### src/rtl/i2cbm_pkg.sv
// ----------------------------------------------------------------------------
// i2cbm_pkg
// Shared types and constants of the bit-level I2C master: command codes,
// register indexes, reset values and the item payloads of both channels.
// ----------------------------------------------------------------------------
package i2cbm_pkg;

   localparam int BYTE_BITS = 8;
   localparam int BIT_W     = $clog2(BYTE_BITS);
   localparam logic [BIT_W-1:0] BIT_MAX = BIT_W'(BYTE_BITS - 1);

   localparam int HALF_W  = 10;
   localparam int POLLT_W = 10;
   localparam int LIMIT_W = 12;
   localparam int CSR_W   = 12;
   localparam int CSR_IDX_W = 2;

   localparam logic [CSR_IDX_W-1:0] CSR_HALF_PERIOD = 2'd0;
   localparam logic [CSR_IDX_W-1:0] CSR_POLL_TICKS  = 2'd1;
   localparam logic [CSR_IDX_W-1:0] CSR_POLL_LIMIT  = 2'd2;

   localparam logic [HALF_W-1:0]  HALF_PERIOD_RESET = 10'd5;
   localparam logic [POLLT_W-1:0] POLL_TICKS_RESET  = 10'd10;
   localparam logic [LIMIT_W-1:0] POLL_LIMIT_RESET  = 12'd300;

   localparam logic [2:0] CMD_START   = 3'd0;
   localparam logic [2:0] CMD_STOP    = 3'd1;
   localparam logic [2:0] CMD_WRITE   = 3'd2;
   localparam logic [2:0] CMD_READ    = 3'd3;
   localparam logic [2:0] CMD_WAITACK = 3'd4;
   localparam logic [2:0] CMD_ACK     = 3'd5;
   localparam logic [2:0] CMD_NOACK   = 3'd6;

   localparam logic REQ_TICK  = 1'b0;
   localparam logic REQ_ISSUE = 1'b1;

   typedef struct packed {
      logic                 req_type;
      logic [2:0]           command;
      logic [BYTE_BITS-1:0] tx_byte;
      logic                 sda_in;
   } req_item_type;

   typedef struct packed {
      logic                 scl_out;
      logic                 sda_out;
      logic                 busy_res;
      logic                 done_res;
      logic [BYTE_BITS-1:0] rx_byte;
      logic                 ack_seen;
      logic                 ack_timeout;
   } rsp_item_type;

endpackage

### src/rtl/i2cbm_req_if.sv
// ----------------------------------------------------------------------------
// i2cbm_req_if
// Valid/ready channel carrying tick and issue items into the master.
// ----------------------------------------------------------------------------
interface i2cbm_req_if;
   import i2cbm_pkg::*;

   logic         valid;
   logic         ready;
   req_item_type payload;

   modport source (output valid, output payload, input ready);
   modport sink   (input valid, input payload, output ready);
endinterface

### src/rtl/i2cbm_rsp_if.sv
// ----------------------------------------------------------------------------
// i2cbm_rsp_if
// Valid/ready channel carrying result items out of the master.
// ----------------------------------------------------------------------------
interface i2cbm_rsp_if;
   import i2cbm_pkg::*;

   logic         valid;
   logic         ready;
   rsp_item_type payload;

   modport source (output valid, output payload, input ready);
   modport sink   (input valid, input payload, output ready);
endinterface

### src/rtl/i2c_bit_level_master_top.sv
// ----------------------------------------------------------------------------
// i2c_bit_level_master_top
// Bit-level I2C master: commands stepped through SCL/SDA phases by tick items.
// ----------------------------------------------------------------------------
// One item in, one result item out. An issue item starts start, stop, write
// byte, read byte, wait ack, give ack or give no-ack; tick items then walk
// the command through its line phases, each phase held for half_period_ticks
// ticks (wait ack polls SDA every ack_poll_ticks ticks, at most
// ack_poll_limit polls). The block takes one item per clock cycle unless
// both registers hold items and rsp_chan is not ready: the item is captured
// in an input register, the phase machine advances in one pass of short
// logic, and the result lands in an output register. As these are separate
// stages, a new item enters an empty input register while a result waits.
// Registers are written through csr_we/csr_index/csr_wdata; the user writes
// them only while the block is idle (not enforced); a zero value acts as one.
// ----------------------------------------------------------------------------
module i2c_bit_level_master_top (
   input  logic                             clock,
   input  logic                             reset,
   i2cbm_req_if.sink                        req_chan,
   i2cbm_rsp_if.source                      rsp_chan,
   input  logic                             csr_we,
   input  logic [i2cbm_pkg::CSR_IDX_W-1:0]  csr_index,
   input  logic [i2cbm_pkg::CSR_W-1:0]      csr_wdata
);
   import i2cbm_pkg::*;

   typedef enum logic [2:0] {
      PH_IDLE,
      PH_WAIT1,
      PH_WAIT2,
      PH_LOW,
      PH_HIGH,
      PH_POLL
   } phase_type;

   // configuration
   logic [HALF_W-1:0]  half_ff;
   logic [POLLT_W-1:0] pollt_ff;
   logic [LIMIT_W-1:0] limit_ff;

   // pipeline stages
   logic         s1_valid_ff;
   req_item_type s1_item_ff;
   logic         s2_valid_ff;
   rsp_item_type s2_item_ff;
   logic         s1_move;

   // command state
   phase_type            phase_ff, phase_in;
   logic [2:0]           cmd_ff, cmd_in;
   logic [HALF_W-1:0]    tick_ff, tick_in;
   logic [BIT_W-1:0]     bit_ff, bit_in;
   logic [BYTE_BITS-1:0] shift_ff, shift_in;
   logic [LIMIT_W-1:0]   poll_ff, poll_in;
   logic                 scl_ff, scl_in;
   logic                 sda_ff, sda_in;
   logic [1:0]           flags_ff, flags_in;
   logic [BYTE_BITS-1:0] rx_ff, rx_in;
   logic                 done_in;

   // tick counting helpers
   logic [HALF_W-1:0]  period;
   logic [HALF_W-1:0]  period_min;
   logic [HALF_W-1:0]  tick_inc;
   logic               expire;
   logic [LIMIT_W-1:0] poll_inc;
   logic [LIMIT_W-1:0] limit_min;
   logic [BIT_W-1:0]   bit_next;
   logic               more_bits;
   rsp_item_type       rsp_in;

   // the result stage frees up when empty or being taken
   assign s1_move        = !s2_valid_ff || rsp_chan.ready;
   assign req_chan.ready = !s1_valid_ff || s1_move;

   assign rsp_chan.valid   = s2_valid_ff;
   assign rsp_chan.payload = s2_item_ff;

   assign period     = (phase_ff == PH_POLL) ? pollt_ff : half_ff;
   assign period_min = (period == '0) ? HALF_W'(1) : period;
   assign tick_inc   = tick_ff + HALF_W'(1);
   assign expire     = (tick_inc >= period_min);
   assign poll_inc   = poll_ff + LIMIT_W'(1);
   assign limit_min  = (limit_ff == '0) ? LIMIT_W'(1) : limit_ff;
   assign bit_next   = bit_ff + BIT_W'(1);
   assign more_bits  = ((cmd_ff == CMD_WRITE) || (cmd_ff == CMD_READ)) && (bit_ff != BIT_MAX);

   // one step of the phase machine for the item in the input register
   always_comb begin
      phase_in = phase_ff;
      cmd_in   = cmd_ff;
      tick_in  = tick_ff;
      bit_in   = bit_ff;
      shift_in = shift_ff;
      poll_in  = poll_ff;
      scl_in   = scl_ff;
      sda_in   = sda_ff;
      flags_in = flags_ff;
      rx_in    = rx_ff;
      done_in  = 1'b0;

      if (s1_item_ff.req_type == REQ_ISSUE) begin
         // issue while busy, or code seven, is dropped
         if (phase_ff == PH_IDLE && s1_item_ff.command <= CMD_NOACK) begin
            cmd_in  = s1_item_ff.command;
            tick_in = '0;
            bit_in  = '0;
            case (s1_item_ff.command)
               CMD_START: begin
                  sda_in = 1'b1; scl_in = 1'b1; phase_in = PH_WAIT1;
               end
               CMD_STOP: begin
                  sda_in = 1'b0; scl_in = 1'b1; phase_in = PH_WAIT1;
               end
               CMD_WRITE: begin
                  shift_in = s1_item_ff.tx_byte;
                  scl_in   = 1'b0;
                  sda_in   = s1_item_ff.tx_byte[BIT_MAX];
                  phase_in = PH_LOW;
               end
               CMD_READ: begin
                  shift_in = '0; scl_in = 1'b0; sda_in = 1'b1; phase_in = PH_LOW;
               end
               CMD_WAITACK: begin
                  flags_in = 2'b00; poll_in = '0;
                  scl_in = 1'b0; sda_in = 1'b1; phase_in = PH_LOW;
               end
               CMD_ACK: begin
                  scl_in = 1'b0; sda_in = 1'b0; phase_in = PH_LOW;
               end
               default: begin
                  scl_in = 1'b0; sda_in = 1'b1; phase_in = PH_LOW;
               end
            endcase
         end
      end else if (phase_ff != PH_IDLE) begin
         tick_in = expire ? '0 : tick_inc;
         if (expire) begin
            case (phase_ff)
               PH_WAIT1: begin
                  sda_in   = (cmd_ff != CMD_START);
                  phase_in = PH_WAIT2;
               end
               PH_WAIT2: begin
                  if (cmd_ff == CMD_START) scl_in = 1'b0;
                  phase_in = PH_IDLE;
                  done_in  = 1'b1;
               end
               PH_LOW: begin
                  scl_in   = 1'b1;
                  phase_in = PH_HIGH;
                  if (cmd_ff == CMD_READ) begin
                     shift_in = {shift_ff[BYTE_BITS-2:0], s1_item_ff.sda_in};
                  end else if (cmd_ff == CMD_WAITACK) begin
                     if (!s1_item_ff.sda_in) flags_in = 2'b01;
                     else phase_in = PH_POLL;
                  end
               end
               PH_POLL: begin
                  poll_in = poll_inc;
                  if (poll_inc >= limit_min) begin
                     flags_in = 2'b10; phase_in = PH_HIGH;
                  end else if (!s1_item_ff.sda_in) begin
                     flags_in = 2'b01; phase_in = PH_HIGH;
                  end
               end
               PH_HIGH: begin
                  scl_in = 1'b0;
                  if (more_bits) begin
                     bit_in   = bit_next;
                     sda_in   = (cmd_ff == CMD_WRITE) ? shift_ff[BIT_MAX - bit_next] : 1'b1;
                     phase_in = PH_LOW;
                  end else begin
                     if (cmd_ff == CMD_READ) rx_in = shift_ff;
                     phase_in = PH_IDLE;
                     done_in  = 1'b1;
                  end
               end
               default: phase_in = phase_ff;
            endcase
         end
      end

      rsp_in.scl_out     = scl_in;
      rsp_in.sda_out     = sda_in;
      rsp_in.busy_res    = (phase_in != PH_IDLE);
      rsp_in.done_res    = done_in;
      rsp_in.rx_byte     = rx_in;
      rsp_in.ack_seen    = flags_in[0];
      rsp_in.ack_timeout = flags_in[1];
   end

   always_ff @(posedge clock) begin
      if (reset) begin
         half_ff     <= HALF_PERIOD_RESET;
         pollt_ff    <= POLL_TICKS_RESET;
         limit_ff    <= POLL_LIMIT_RESET;
         s1_valid_ff <= 1'b0;
         s2_valid_ff <= 1'b0;
         phase_ff    <= PH_IDLE;
         cmd_ff      <= CMD_START;
         tick_ff     <= '0;
         bit_ff      <= '0;
         shift_ff    <= '0;
         poll_ff     <= '0;
         scl_ff      <= 1'b1;
         sda_ff      <= 1'b1;
         flags_ff    <= 2'b00;
         rx_ff       <= '0;
      end else begin
         if (csr_we) begin
            case (csr_index)
               CSR_HALF_PERIOD: half_ff  <= csr_wdata[HALF_W-1:0];
               CSR_POLL_TICKS:  pollt_ff <= csr_wdata[POLLT_W-1:0];
               CSR_POLL_LIMIT:  limit_ff <= csr_wdata[LIMIT_W-1:0];
               default: ;
            endcase
         end

         // input register
         if (req_chan.ready) begin
            s1_valid_ff <= req_chan.valid;
            if (req_chan.valid) s1_item_ff <= req_chan.payload;
         end

         // state advances as the item moves into the result register
         if (s1_move) begin
            s2_valid_ff <= s1_valid_ff;
            if (s1_valid_ff) begin
               s2_item_ff <= rsp_in;
               phase_ff   <= phase_in;
               cmd_ff     <= cmd_in;
               tick_ff    <= tick_in;
               bit_ff     <= bit_in;
               shift_ff   <= shift_in;
               poll_ff    <= poll_in;
               scl_ff     <= scl_in;
               sda_ff     <= sda_in;
               flags_ff   <= flags_in;
               rx_ff      <= rx_in;
            end
         end
      end
   end

   // a finishing item never reports busy
   a_done_not_busy: assert property (@(posedge clock) disable iff (reset)
      s2_valid_ff && s2_item_ff.done_res |-> !s2_item_ff.busy_res)
      else $error("done reported while busy");

   // acknowledge and timeout are exclusive
   a_flags_exclusive: assert property (@(posedge clock) disable iff (reset)
      flags_ff != 2'b11)
      else $error("ack seen and timeout both set");

   // only byte transfers step through bit positions
   a_bit_only_bytes: assert property (@(posedge clock) disable iff (reset)
      bit_ff != '0 |-> (cmd_ff == CMD_WRITE) || (cmd_ff == CMD_READ))
      else $error("bit index moved outside a byte transfer");

   // an item in the input register reaches the result register when free
   a_stage_advance: assert property (@(posedge clock) disable iff (reset)
      s1_valid_ff && s1_move |=> s2_valid_ff)
      else $error("item lost between stages");

   // state only changes when an item passes into the result register
   a_state_hold: assert property (@(posedge clock) disable iff (reset)
      !(s1_valid_ff && s1_move) |=> $stable(phase_ff) && $stable(tick_ff))
      else $error("phase state changed without an item");

endmodule

### src/flat_wrapper.sv
// flat-port wrapper written by rule: the top's interface ports become plain ports
module i2c_bit_level_master_top_flat import i2cbm_pkg::*;
  (clock, reset, csr_we, csr_index, csr_wdata, req_chan_valid, req_chan_payload, req_chan_ready, rsp_chan_valid, rsp_chan_payload, rsp_chan_ready);
  i2cbm_req_if req_chan_i ();
  i2cbm_rsp_if rsp_chan_i ();
  input  logic clock;
  input  logic reset;
  input  logic csr_we;
  input  logic [i2cbm_pkg::CSR_IDX_W-1:0] csr_index;
  input  logic [i2cbm_pkg::CSR_W-1:0] csr_wdata;
  input wire logic [$bits(req_chan_i.valid)-1:0] req_chan_valid;
  input wire logic [$bits(req_chan_i.payload)-1:0] req_chan_payload;
  output wire logic [$bits(req_chan_i.ready)-1:0] req_chan_ready;
  output wire logic [$bits(rsp_chan_i.valid)-1:0] rsp_chan_valid;
  output wire logic [$bits(rsp_chan_i.payload)-1:0] rsp_chan_payload;
  input wire logic [$bits(rsp_chan_i.ready)-1:0] rsp_chan_ready;
  assign req_chan_i.valid = req_chan_valid;
  assign req_chan_i.payload = req_chan_payload;
  assign req_chan_ready = req_chan_i.ready;
  assign rsp_chan_valid = rsp_chan_i.valid;
  assign rsp_chan_payload = rsp_chan_i.payload;
  assign rsp_chan_i.ready = rsp_chan_ready;
  i2c_bit_level_master_top u_core (.clock(clock), .reset(reset), .req_chan(req_chan_i), .rsp_chan(rsp_chan_i), .csr_we(csr_we), .csr_index(csr_index), .csr_wdata(csr_wdata));
endmodule
### config.mk
export PLATFORM = sky130hd
export DESIGN_NAME = i2c_bit_level_master_top_flat
export DESIGN_NICKNAME = d
export VERILOG_FILES = /design/src/rtl/i2cbm_pkg.sv /design/src/rtl/i2cbm_req_if.sv /design/src/rtl/i2cbm_rsp_if.sv /design/src/rtl/i2c_bit_level_master_top.sv /design/src/flat_wrapper.sv
export SDC_FILE = /design/constraint.sdc
export NUM_CORES = 1
export LEC_CHECK = 0
export ABC_AREA = 1
export BUFFER_PORTS_ARGS = -buffer_cell sky130_fd_sc_hd__buf_2
export CAP_MARGIN = 25
export CORE_MARGIN = 2
export CORE_UTILIZATION = 40
export DETAILED_ROUTE_END_ITERATION = 8
export PLACE_DENSITY_LB_ADDON = 0.15
export SLEW_MARGIN = 15
export SYNTH_ARGS = -nofsm -noshare
export SYNTH_HDL_FRONTEND = slang
export SYNTH_SLANG_ARGS = --single-unit
export TNS_END_PERCENT = 50
### constraint.sdc
create_clock -name clock -period 4 [get_ports clock]
set_input_delay 0.2 -clock clock [delete_from_list [all_inputs] [get_ports clock]]
set_output_delay 0.2 -clock clock [all_outputs]
set_load 0.02 [all_outputs]
After elaboration in Yosys (flattened, before gate mapping)
Cells that the tools add are included.

Output and inout port bits: 16. Input port bits: 32. Flip-flop bits (word level): 112.

Reductions and logical operators: 37. Order comparisons: 4. Eq/ne operators: 19. Muxes and demuxes: 73. Bitwise logic cells: 3. Add/subtract/negate cells: 4.

Operators with widths (count): $mux 8 (12); $mux 12 (7); $mux 10 (6); $mux 3 (14); $mux 2 (11); $eq 3x2->1 const B (6); $pmux 8 s2 (1); $eq 3x3->1 const B (5); $mux 1 (15); $pmux 3 s5 (1); $reduce_and 7->1 (2); $reduce_bool 2->1 (7); $add 12x1->12 const B (1); $ge 12x12->1 (1); $logic_not 12->1 (1); $add 10x1->10 const B (1); $ge 10x10->1 (1); $logic_not 10->1 (1); $logic_not 3->1 (3); $reduce_bool 3->1 (3); $reduce_and 2->1 (4); $reduce_and 4->1 (2); $reduce_and 8->1 (1); $eq 3x1->1 const B (2); 20 further kinds (32).

Longest topological paths before layout
Gate-level depths: netlist of the first run.

Depth in word-level cells: 10. Gate-level depth with buffers: 23. Depth with buffers taken out: 22.

Least setup slack after synthesis of the first run
Ideal clock, no wire load.

Path type: flip-flop to flip-flop. Start: reg u_core.phase_ff[0]. End: reg u_core.s2_item_ff (netlist bit u_core.rsp_chan.payload[3]), data pin. Clock period less this slack: 2.745 ns. Arrival: 2.486 ns. Cell stages (with the launch flop): 20. Path slack: 1.255 ns. Setup time: 0.259 ns. Cell sequence: dfxtp_1 > inv_2 > nor2_2 > nand2_4 > buf_6 > o21ai_0 > nand4_1 > nor2_1 > nand3_1 > nand2_1 > ha_1 > nand2_1 > nor2_1 > nand3_1 > nand4_2 > nand3_2 > buf_2 > nand2_1 > o21ai_0 > inv_1.

RTL lines: start: declaration (line i2c_bit_level_master_top.sv:50) `phase_type phase_ff, phase_in;`; start signal: assignment (line i2c_bit_level_master_top.sv:232) `phase_ff <= phase_in;`; end signal: assignment (line i2c_bit_level_master_top.sv:231) `s2_item_ff <= rsp_in;`; end: declaration (line i2c_bit_level_master_top.sv:46) `rsp_item_type s2_item_ff;`.

Worst setup path after layout of the first run
Start: reg u_core.phase_ff[0]. End: reg u_core.shift_ff[5].

Word-level cells in the longest chain between the ends: 7.

RTL lines: $eq 3x3->1 (line i2c_bit_level_master_top.sv:80) `assign period = (phase_ff == PH_POLL) ? pollt_ff : half_ff;`; $mux 10 (line i2c_bit_level_master_top.sv:80); $logic_not 10->1 (line i2c_bit_level_master_top.sv:81) `assign period_min = (period == '0) ? HALF_W'(1) : period;`; $mux 10 (line i2c_bit_level_master_top.sv:81); $ge 10x10->1 (line i2c_bit_level_master_top.sv:83) `assign expire = (tick_inc >= period_min);`; $reduce_bool 2->1 (no source line); $reduce_and 8->1 (no source line) (*); end signal: assignment (line i2c_bit_level_master_top.sv:236) `shift_ff <= shift_in;`; end: declaration (line i2c_bit_level_master_top.sv:54) `logic [BYTE_BITS-1:0] shift_ff, shift_in;`.

Mark *: on every way between the ends. The rest lies on a longest branch, timed or not. A chain may end at the register's enable or synchronous reset.

==> results by group, run 1 <==
Setup path
  – Critical Path Fanout Max: 18
  – Critical path's largest stage delay: 0.40 ns
  – Nature of the critical path endpoint: flip-flop
  – Crit path launch type: flip-flop
  – Worst Path Required: 4.29 ns
  – WP data arrival: 3.87 ns
  – Crit path cell chain: inv_2, nor2_2, nand2_4, o21ai_0, nand4_1, nor2_1, nand3_1, nand2_1, ha_1, inv_1, nand2_1, a21oi_1, o21ai_1, nor2_2, nand2_1, nand3_2, o21ai_1, a21oi_1
  – Slowest library cell on the worst path: o21ai_0
  – Critical path class: reg -> reg
  – Crit-path most repeated cell: nand2_1

Clock network
  – Clk slew on worst S/H paths: 0.08 ns
  – Post-CTS resize count: 0
  – CTS tree: done
  – Post CTS Setup Buffer Count: 0
  – Longest Clk Path Bufs: 2
  – Total CTS buffers: 9
  – CTS root buffer: clkbuf_16
  – CTS sink cnt: 112
  – Htree depth: 3
  – Clock Latency Late Sink: 0.37 ns

STA
  – Final period util: 89.5%
  – Max-slew violations: 0
  – Slew @ Worst Pin: 0.823 ns
  – Worst clock skew: 0.0101 ns
  – Final setup fails: 0
  – TNS Setup: 0 ns
  – Final Hold Slack: 0.00925 ns
  – Final Hold Fails: 0
  – Crit path time final: 3.58 ns
  – Slew HR: 44.7%
  – Fmax: 279 MHz
  – RSZ-0062 raised after global routing: false

Synthesis
  – Net Count, Synth: 857
  – Post-synth top flop: dfxtp_1
  – Top-count cell post-synth: nand2_1
  – Synth warnings: 0
  – Cells after synthesis: 799
  – Main area contributors after synthesis: dfxtp_1 (29%), edfxtp_1 (14%), nand2_1 (11%), inv_1 (6.6%), a21oi_1 (6.2%)
  – Top cell type's share of synthesized area: 28.5%
  – Register bit count reported by yosys: 112
  – Post-synth EDFFs: 27
  – Sequential-to-total area share from yosys stat: 42.1%
  – Count of cell types in the netlist: 42
  – Top post-synthesis cells by count: nand2_1 (171), inv_1 (105), dfxtp_1 (85)
  – Synth Cell Area: 0.00596 mm^2
  – Area leader, netlist: dfxtp_1
  – Ys async rst share: 0%
  – Avg Cell Area, Syn: 7.46 um^2

Global routing
  – Grt ovf: 0
  – Global-route wire length before repair: 23,300 um
  – Largest net degree at the start of global routing: 39
  – Gr usage total: 18.1%
  – Initial antenna violation count: 0
  – Vias in the first global route: 4,760

Floorplanning
  – Starting density of the core: 41.0%
  – Die Wd: 126 um
  – Die area: 0.0159 mm^2
  – Core Rows: 44
  – IO Count: 48
  – Die Y: 126 um
  – Core area: 0.0145 mm^2

Routing
  – Length of the first detailed-routing pass in iterations: 5
  – Via Count: 5,196
  – Total wire length: 14,000 um
  – Iter 0 DRT Violations: 423
  – Final ANT Viol Nets: 0
  – Avg WL per Cell: 13.6 um
  – # DRC: 0
  – Vias per cell: 5.03

Power
  – Static Leak: 3.05 nW
  – Power Density: 355 mW/mm^2
  – VDD IR max: 0.000209 V

Layout
  – Final #Nets: 901
  – Layout cell share with drive strength beyond 1: 10.8%
  – Area taken by multi-input logic gates: 0.00287 mm^2
  – Area Overhead vs Synth: 11.7%
  – Fill count: 1,482
  – Register area: 0.00251 mm^2
  – ANT cells: 0

Outcome
  – Outcome: completed

Worst hold path
  – Hold/Removal Path Class: in -> reg

Placed design
  – Port Buffers: 47
  – Dpl hpwl: 10,100 um
  – Gpl congestion: 0.831

Job
  – Max cap viols: 0
## sequential cells by signal (all words and copies together) (netlist names)
register                 count
u_core.rx_ff                 8
u_core.poll_ff              12
u_core.rsp_chan.payload     14
u_core.pollt_ff             10
u_core.shift_ff              8
u_core.tick_ff              10
u_core.rsp_chan.valid        1
u_core.phase_ff              3
u_core.limit_ff             12
u_core.scl_ff                1
u_core.s1_item_ff           13
u_core.cmd_ff                3
u_core.bit_ff                3
u_core.s1_valid_ff           1
u_core.sda_ff                1
u_core.flags_ff              2
u_core.half_ff              10
## critical path: cells and delay by family, from the launching register on
family	cells	cell delay, ns
AOI/OAI and AO/OA	5	0.89
buffers and inverters	2	0.17
DFF	1	0.38
adders and majority gates	1	0.25
and+or+nand+nor	10	1.81
## cells by family after synthesis
family	Yosys count	synth area share, %
buffers and inverters	141	9.84
multiplexers	6	1.01
XOR/XNOR	15	2.20
flip-flops	112	42.1
adder cells (fa/ha/maj)	26	5.45
AND/OR/NAND/NOR	324	23.6
AO/OA/AOI/OAI	175	15.8
## power by group
part	total (W)	switching (W)	internal, W
registers	0.00123	0.0000246	0.00120
clock network	0.000857	0.000433	0.000424
logic	0.000279	0.000186	0.0000928
## placed cells by master, fill, tap and decap left out, types with 4 or more instances in the layout
cell type	netlist	routed
nand2_1	171	171
inv_1	105	105
dfxtp_1	85	85
a21oi_1	74	74
nor2_1	74	74
o21ai_0	70	70
buf_2	4	47
nand3_1	32	32
edfxtp_1	27	27
ha_1	26	26
nand4_1	13	13
nor3_1	12	12
xor2_1	12	12
clkbuf_16	0	9
o211ai_1	8	8
o22ai_1	8	8
dlygate4sd3_1	0	7
mux2i_1	6	6
buf_4	2	6
o21ai_1	5	5
nor2_2	5	5
clkinv_1	5	5
inv_2	4	4
nor2_4	4	4
clkinvlp_4	0	4
## layer usage
metal / part of all wire, % / vias up / GRT usage (%)
li1: - / 2710 / -
met1: 49 / 2383 / 24.7
met2: 46 / 92 / 29.1
met3: 4.0 / 11 / 4.67
met4: 1.2 / 0 / 3.75
met5: 0 / - / 0
## final cells by class
cell class | count | area share [%]
inverter | 114 | 6.42
clock inverter | 6 | 0.676
sequential | 112 | 37.7
multi-input combinational | 546 | 43.0
tap | 184 | 3.46
timing repair buffer | 60 | 5.26
clock buffer | 10 | 3.44
## worst paths after layout
kind | start | cells after the start | slack [ns] | end
hold / removal | req_chan_payload[8] | 1 | 0.009 | u_core.s1_item_ff[8]$_DFFE_PP_
hold reg to reg | u_core.half_ff[7]$_SDFFE_PP0P_ | 2 | 0.46 | u_core.half_ff[7]$_SDFFE_PP0P_
setup / recovery | u_core.phase_ff[0]$_SDFFE_PP0P_ | 18 | 0.42 | u_core.shift_ff[5]$_SDFFE_PP0P_
setup reg to reg | u_core.phase_ff[0]$_SDFFE_PP0P_ | 18 | 0.42 | u_core.shift_ff[5]$_SDFFE_PP0P_
## per-stage QoR
step | power, W | area [um^2] | setup slack [ns] | util, % | cells
6_report | 0.00237 | 6660 | 0.420 | 45.8 | 1032
5_1_grt | 0.00249 | 6660 | 0.0691 | 45.8 | 1032
4_1_cts | 0.00239 | 6640 | 0.451 | 45.7 | 1030
3_5_place_dp | 0.00153 | 6320 | 0.465 | 43.5 | 1009
3_3_place_gp | 0.00152 | 6320 | 0.503 | 43.5 | 1009
2_1_floorplan | 0.00145 | 5960 | 1.26 | - | 799
## repair_timing
action	4_1_cts	5_1_grt
endpoints found under the hold margin	5	2
endpoints found under the setup margin	0	0
hold buffers	5	2
No activity file was read; power rests on OpenSTA's default activity.
==> run 2, diff against run 1 <==
Settings changed: BUFFER_PORTS_ARGS -buffer_cell sky130_fd_sc_hd__buf_2 to not set, DONT_BUFFER_PORTS set to 1.
==> run 2 against run 1 <==
Effect of this change: combinational power down 5%; first-iteration DRC count down 32%; global-route usage up 0.65 points; core utilization down 0.27 points; highest routed layer unchanged; largest power group unchanged; register-to-register slack about the same; flip-flop and latch count unchanged; critical path type unchanged; worst setup slack better by 0.0030 ns; maximum frequency about the same; hold slack better by 0.0033 ns; largest cell class unchanged; clock skew down 0.00072 ns; sequential power about the same.
==> results by group, run 2 (synthesis gave the netlist of run 1 again) <==
Routing
  – Via Count: 5,194 (was 5,196)
  – Total wire length: 14,400 um (was 14,000 um)
  – Iter 0 DRT Violations: 289 (was 423)
  – Length of the first detailed-routing pass in iterations: 5 (unchanged)
  – Final ANT Viol Nets: 0 (unchanged)
  – Vias per cell: 5.17 (was 5.03)
  – # DRC: 0 (unchanged)
  – Avg WL per Cell: 14.3 um (was 13.6 um)

Placed design
  – Dpl hpwl: 10,200 um (was 10,100 um)
  – Placed cell area: 0.00608 mm^2 (was 0.00632 mm^2)
  – Gpl congestion: 0.845 (was 0.831)
  – Port Buffers: 0 (was 47)
  – Pre-CTS setup slack: 0.415 ns (was 0.465 ns)

Clock network
  – Htree depth: 3 (unchanged)
  – CTS root buffer: clkbuf_16 (unchanged)
  – Post-CTS resize count: 0 (unchanged)
  – Longest Clk Path Bufs: 2 (unchanged)
  – Post CTS Setup Buffer Count: 0 (unchanged)
  – CTS sink cnt: 112 (unchanged)
  – Clk slew on worst S/H paths: 0.07 ns (was 0.08 ns)
  – Total CTS buffers: 9 (unchanged)
  – CTS tree: done (unchanged)
  – Clock Latency Late Sink: 0.36 ns (was 0.37 ns)

Floorplanning
  – Die Y: 126 um (unchanged)
  – Core area: 0.0145 mm^2 (unchanged)
  – Starting density of the core: 41.0% (unchanged)
  – Die Wd: 126 um (unchanged)
  – Die area: 0.0159 mm^2 (unchanged)
  – Core Rows: 44 (unchanged)
  – IO Count: 48 (unchanged)

Global routing
  – Global-route wire length before repair: 24,200 um (was 23,300 um)
  – Gr usage total: 18.7% (was 18.1%)
  – Initial antenna violation count: 0 (unchanged)
  – Vias in the first global route: 4,823 (was 4,760)
  – Grt ovf: 0 (unchanged)
  – Largest net degree at the start of global routing: 52 (was 39)

Job
  – Max cap viols: 0 (unchanged)

Setup path
  – Nature of the critical path endpoint: flip-flop (unchanged)
  – Crit path launch type: flip-flop (unchanged)
  – Critical Path Fanout Max: 18 (unchanged)
  – R2R setup slack: 0.42 ns (about the same)
  – Critical path class: reg -> reg (unchanged)
  – Worst Path Required: 4.28 ns (was 4.29 ns)
  – WP data arrival: 3.86 ns (was 3.87 ns)

STA
  – Final setup margin: 0.423 ns (was 0.420 ns)
  – Crit path time final: 3.58 ns (about the same)
  – Final setup fails: 0 (unchanged)
  – Final Hold Fails: 0 (unchanged)
  – Max-slew violations: 0 (unchanged)
  – TNS Setup: 0 ns (unchanged)
  – Worst clock skew: 0.00943 ns (was 0.0101 ns)
  – RSZ-0062 raised after global routing: false (unchanged)
  – Slew @ Worst Pin: 0.880 ns (was 0.823 ns)
  – Slew HR: 40.9% (was 44.7%)
  – Final period util: 89.4% (was 89.5%)
  – Final Hold Slack: 0.0125 ns (was 0.00925 ns)
  – Fmax: 280 MHz (was 279 MHz)

Layout
  – Area Overhead vs Synth: 11.0% (was 11.7%)
  – Final instance area: 0.00662 mm^2 (was 0.00666 mm^2)
  – Commonest cells after routing, fill and taps aside: nand2_1 (171), inv_1 (105), dfxtp_1 (85) (unchanged)
  – Max reg flops: 14 (unchanged)
  – Most common cell after layout, fill and taps aside: nand2_1 (unchanged)
  – Layout cell share with drive strength beyond 1: 5.61% (was 10.8%)
  – Final #Nets: 873 (was 901)
  – ANT cells: 0 (unchanged)

Power
  – Power, Total: 0.00235 W (was 0.00237 W)
  – Static Leak: 2.96 nW (was 3.05 nW)
  – Power Density: 355 mW/mm^2 (about the same)
  – VDD IR max: 0.000198 V (was 0.000209 V)

Worst hold path
  – Hold/Removal Path Class: in -> reg (unchanged)

Outcome
  – Outcome: completed (unchanged)
run 2: path summary, 6_finish.rpt:
kind,startpoint,end,depth (start not counted)
worst max-delay path,u_core.phase_ff[0]$_SDFFE_PP0P_,u_core.shift_ff[0]$_SDFFE_PP0P_,18
worst min-delay path,csr_wdata[8],u_core.pollt_ff[8]$_SDFFE_PP0P_,2
worst max register to register,u_core.phase_ff[0]$_SDFFE_PP0P_,u_core.shift_ff[0]$_SDFFE_PP0P_,18
worst min register to register,u_core.half_ff[1]$_SDFFE_PP0P_,u_core.half_ff[1]$_SDFFE_PP0P_,2
run 2: worst max-delay path, stage by stage (launching register included):
cell and delay [ns]:
dfxtp_1 0.39, inv_2 0.11, nor2_2 0.18, nand2_4 0.19, o21ai_0 0.38, nand4_1 0.14, nor2_1 0.11, nand3_1 0.07
nand2_1 0.11, ha_1 0.25, inv_1 0.06, nand2_1 0.04, a21oi_1 0.13, o21ai_1 0.09, nor2_2 0.19, nand2_1 0.40
nand3_2 0.38, o21ai_0 0.12, a21oi_1 0.15
run 2: final cells by class:
class | count | area, um^2
Sequential cell | 112 | 2510
Clock buffer | 10 | 229
Timing Repair Buffer | 32 | 313
Fill cell | 1487 | 7910
Tap cell | 184 | 230
Multi-Input combinational cell | 546 | 2870
Clock inverter | 6 | 43.8
Inverter | 114 | 428
run 2: layer usage:
metal / up-vias / global-route usage [%] / part of all wire (%)
met3: 11 / 3.31 / 4.1
met5: - / 0 / 0
li1: 2650 / - / -
met1: 2408 / 25.6 / 48
met2: 125 / 30.3 / 47
met4: 0 / 5.88 / 1.2
run 2: repair_timing:
item / in CTS / in global routing
setup endpoints to repair: 0 / 0
hold endpoints to repair: 67 / 0
hold buffers: 26 / 0
run 2: report_power, final:
group / switching, W / internal, W / total, W
Clock: 0.000419 / 0.000427 / 0.000845
Sequential: 0.0000347 / 0.00120 / 0.00124
Combinational: 0.000172 / 0.0000925 / 0.000265
run 2: per-stage QoR:
stage | util [%] | instances
after floorplan | - | 799
after global placement | 41.8 | 961
after detailed placement | 41.8 | 962
after CTS | 45.6 | 1004
after global routing | 45.6 | 1004
final | 45.6 | 1004
==> run 3, diff against run 2 <==
Clock period 4 ns to 4.05 ns, I/O delays scaled along.
==> run 3 against run 2 <==
Effect of this change: flip-flop and latch count did not move; clock-buffer cell count fell by 1; cell area fell by 0.17%; combinational power fell by 2%; die area did not move; global-route usage fell by 0.32 points; hold slack got worse by 0.0034 ns.
==> results by group, run 3 (synthesis gave the netlist of run 1 again) <==
Placed design
  – Port Buffers: 0 (unchanged)
  – Gpl congestion: 0.845 (about the same)
  – Dpl hpwl: 10,200 um (about the same)
  – Placed cell area: 0.00608 mm^2 (unchanged)

Clock network
  – CTS tree: done (unchanged)
  – Clock Latency Late Sink: 0.36 ns (about the same)
  – Total CTS buffers: 9 (unchanged)
  – Htree depth: 3 (unchanged)
  – Clk slew on worst S/H paths: 0.08 ns (was 0.07 ns)
  – Post-CTS resize count: 0 (unchanged)
  – CTS sink cnt: 112 (unchanged)
  – CTS root buffer: clkbuf_16 (unchanged)
  – Longest Clk Path Bufs: 2 (unchanged)

STA
  – Final period util: 88.8% (was 89.4%)
  – Max-slew violations: 0 (unchanged)
  – Fmax: 278 MHz (was 280 MHz)
  – TNS Setup: 0 ns (unchanged)
  – Final setup fails: 0 (unchanged)
  – Final Hold Fails: 0 (unchanged)
  – Worst clock skew: 0.0128 ns (was 0.00943 ns)
  – Slew @ Worst Pin: 0.911 ns (was 0.880 ns)
  – RSZ-0062 raised after global routing: false (unchanged)
  – Crit path time final: 3.60 ns (was 3.58 ns)
  – Final Hold Slack: 0.00914 ns (was 0.0125 ns)
  – Slew HR: 38.8% (was 40.9%)

Layout
  – Fill count: 1,500 (was 1,487)
  – Register area: 0.00251 mm^2 (unchanged)
  – Area Overhead vs Synth: 10.8% (was 11.0%)
  – Commonest cells after routing, fill and taps aside: nand2_1 (171), inv_1 (105), dfxtp_1 (85) (unchanged)
  – Layout cell share with drive strength beyond 1: 5.49% (was 5.61%)
  – ANT cells: 0 (unchanged)
  – Area taken by multi-input logic gates: 0.00287 mm^2 (unchanged)
  – Most common cell after layout, fill and taps aside: nand2_1 (unchanged)
  – Final #Nets: 872 (was 873)
  – Max reg flops: 14 (unchanged)
  – Final core occ: 45.5% (was 45.6%)
  – Final instance area: 0.00661 mm^2 (was 0.00662 mm^2)

Power
  – Power, Total: 0.00232 W (was 0.00235 W)
  – VDD IR max: 0.000201 V (was 0.000198 V)
  – Switching power share of the total: 26.9% (was 26.6%)
  – Static Leak: 2.96 nW (about the same)
  – Flop pwr share: 52.7% (about the same)
  – Logic pwr share: 11.2% (was 11.3%)
  – Power Internal: 0.00170 W (was 0.00172 W)
  – Clk network pwr share: 36.1% (was 36.0%)
  – Power Density: 352 mW/mm^2 (was 355 mW/mm^2)
  – Switching pwr: 0.000625 W (was 0.000626 W)

Setup path
  – R2r endpoint: u_core.shift_ff[7]$_SDFFE_PP0P_ (was u_core.shift_ff[0]$_SDFFE_PP0P_)
  – Nature of the critical path endpoint: flip-flop (unchanged)
  – Critical Path Fanout Max: 18 (unchanged)
  – WP data arrival: 3.88 ns (was 3.86 ns)
  – R2R setup slack: 0.45 ns (was 0.42 ns)
  – Critical path class: reg -> reg (unchanged)
  – Worst Path Required: 4.33 ns (was 4.28 ns)
  – FF-to-FF path depth: 18 (unchanged)
  – R2R Path Start: u_core.phase_ff[0]$_SDFFE_PP0P_ (unchanged)
  – Crit path launch type: flip-flop (unchanged)

Floorplanning
  – Die Wd: 126 um (unchanged)
  – Core area: 0.0145 mm^2 (unchanged)
  – Die area: 0.0159 mm^2 (unchanged)
  – Die Y: 126 um (unchanged)
  – IO Count: 48 (unchanged)
  – Starting density of the core: 41.0% (unchanged)
  – Core Rows: 44 (unchanged)

Routing
  – Iter 0 DRT Violations: 278 (was 289)
  – Avg WL per Cell: 14.2 um (was 14.3 um)
  – Via Count: 5,102 (was 5,194)
  – Length of the first detailed-routing pass in iterations: 5 (unchanged)
  – Final ANT Viol Nets: 0 (unchanged)
  – # DRC: 0 (unchanged)
  – Total wire length: 14,300 um (was 14,400 um)
  – Vias per cell: 5.09 (was 5.17)

Global routing
  – Gr usage total: 18.4% (was 18.7%)
  – Global-route wire length before repair: 23,800 um (was 24,200 um)
  – Initial antenna violation count: 0 (unchanged)
  – Grt ovf: 0 (unchanged)
  – Vias in the first global route: 4,799 (was 4,823)
  – Largest net degree at the start of global routing: 52 (unchanged)

Worst hold path
  – HP Start: csr_wdata[8] (unchanged)
  – Worst Hold Depth: 2 (unchanged)
  – Hold/Removal Path Class: in -> reg (unchanged)
  – Hold Path End: u_core.half_ff[8]$_SDFFE_PP0P_ (was u_core.pollt_ff[8]$_SDFFE_PP0P_)

Outcome
  – Outcome: completed (unchanged)

Job
  – Max cap viols: 0 (unchanged)
==> run 3: layout make-up <==
cell class                 instances  area share [%]
multi-input combinational        546            43.3
sequential                       112            38.0
inverter                         114            6.47
timing repair buffer              31            4.58
tap                              184            3.48
clock buffer                       9            3.41
clock inverter                     7           0.700
==> run 3: power by group through the flow <==
stage               sequential [W]  clock (W)  combinational (W)
floorplan                  0.00124          0           0.000191
global placement           0.00125          0           0.000224
detailed placement         0.00125          0           0.000229
CTS                        0.00122   0.000872           0.000260
global route               0.00123   0.000910           0.000297
finish                     0.00122   0.000840           0.000260
==> run 3: metrics by stage <==
| stage | instances | setup WS, ns |
|---|---|---|
| final | 1003 | 0.452 |
| after global routing | 1003 | 0.102 |
| after CTS | 1003 | 0.439 |
| after detailed placement | 962 | 0.468 |
| after global placement | 961 | 0.580 |
| after floorplan | 799 | 1.31 |
==> run 3: how the worst max path moves through the flow <==
| stage | cells past startpoint | endpoint | startpoint |
|---|---|---|---|
| 6_report | 18 | u_core.shift_ff[7]$_SDFFE_PP0P_ | u_core.phase_ff[0]$_SDFFE_PP0P_ |
| 4_1_cts | 18 | u_core.shift_ff[0]$_SDFFE_PP0P_ | u_core.phase_ff[0]$_SDFFE_PP0P_ |
| 2_1_floorplan | 19 | u_core.rsp_chan.payload[3]$_DFFE_PP_ | u_core.phase_ff[0]$_SDFFE_PP0P_ |
| 5_1_grt | 18 | u_core.shift_ff[0]$_SDFFE_PP0P_ | u_core.phase_ff[0]$_SDFFE_PP0P_ |
| 3_3_place_gp | 18 | u_core.shift_ff[7]$_SDFFE_PP0P_ | u_core.phase_ff[0]$_SDFFE_PP0P_ |
| 3_5_place_dp | 18 | u_core.shift_ff[0]$_SDFFE_PP0P_ | u_core.phase_ff[0]$_SDFFE_PP0P_ |
==> run 3: repair_timing <==
action / 4_1_cts / 5_1_grt
setup buffers: 0 / 0
endpoints found under the hold margin: 69 / 0
hold buffers: 25 / 0
==> run 3: layer usage <==
| metal | vias to the layer above | GRT usage, % | routed length (um) |
|---|---|---|---|
| met1 | 2353 | 24.9 | 7060 |
| met4 | 0 | 4.07 | 116 |
| met3 | 9 | 3.78 | 498 |
| met2 | 84 | 30.6 | 6610 |
| met5 | - | 0 | 0 |
| li1 | 2656 | - | - |
==> run 3: worst max-delay path, cell delays in order, from the launching register on <==
cell and delay, ns:
dfxtp_1 0.39, inv_2 0.11, nor2_2 0.18, nand2_4 0.19
o21ai_0 0.40, nand4_1 0.15, nor2_1 0.12, nand3_1 0.07
nand2_1 0.11, ha_1 0.25, inv_1 0.07, nand2_1 0.05
a21oi_1 0.13, o21ai_1 0.10, nor2_2 0.19, nand2_1 0.38
nand3_2 0.37, o21ai_0 0.13, a21oi_1 0.14
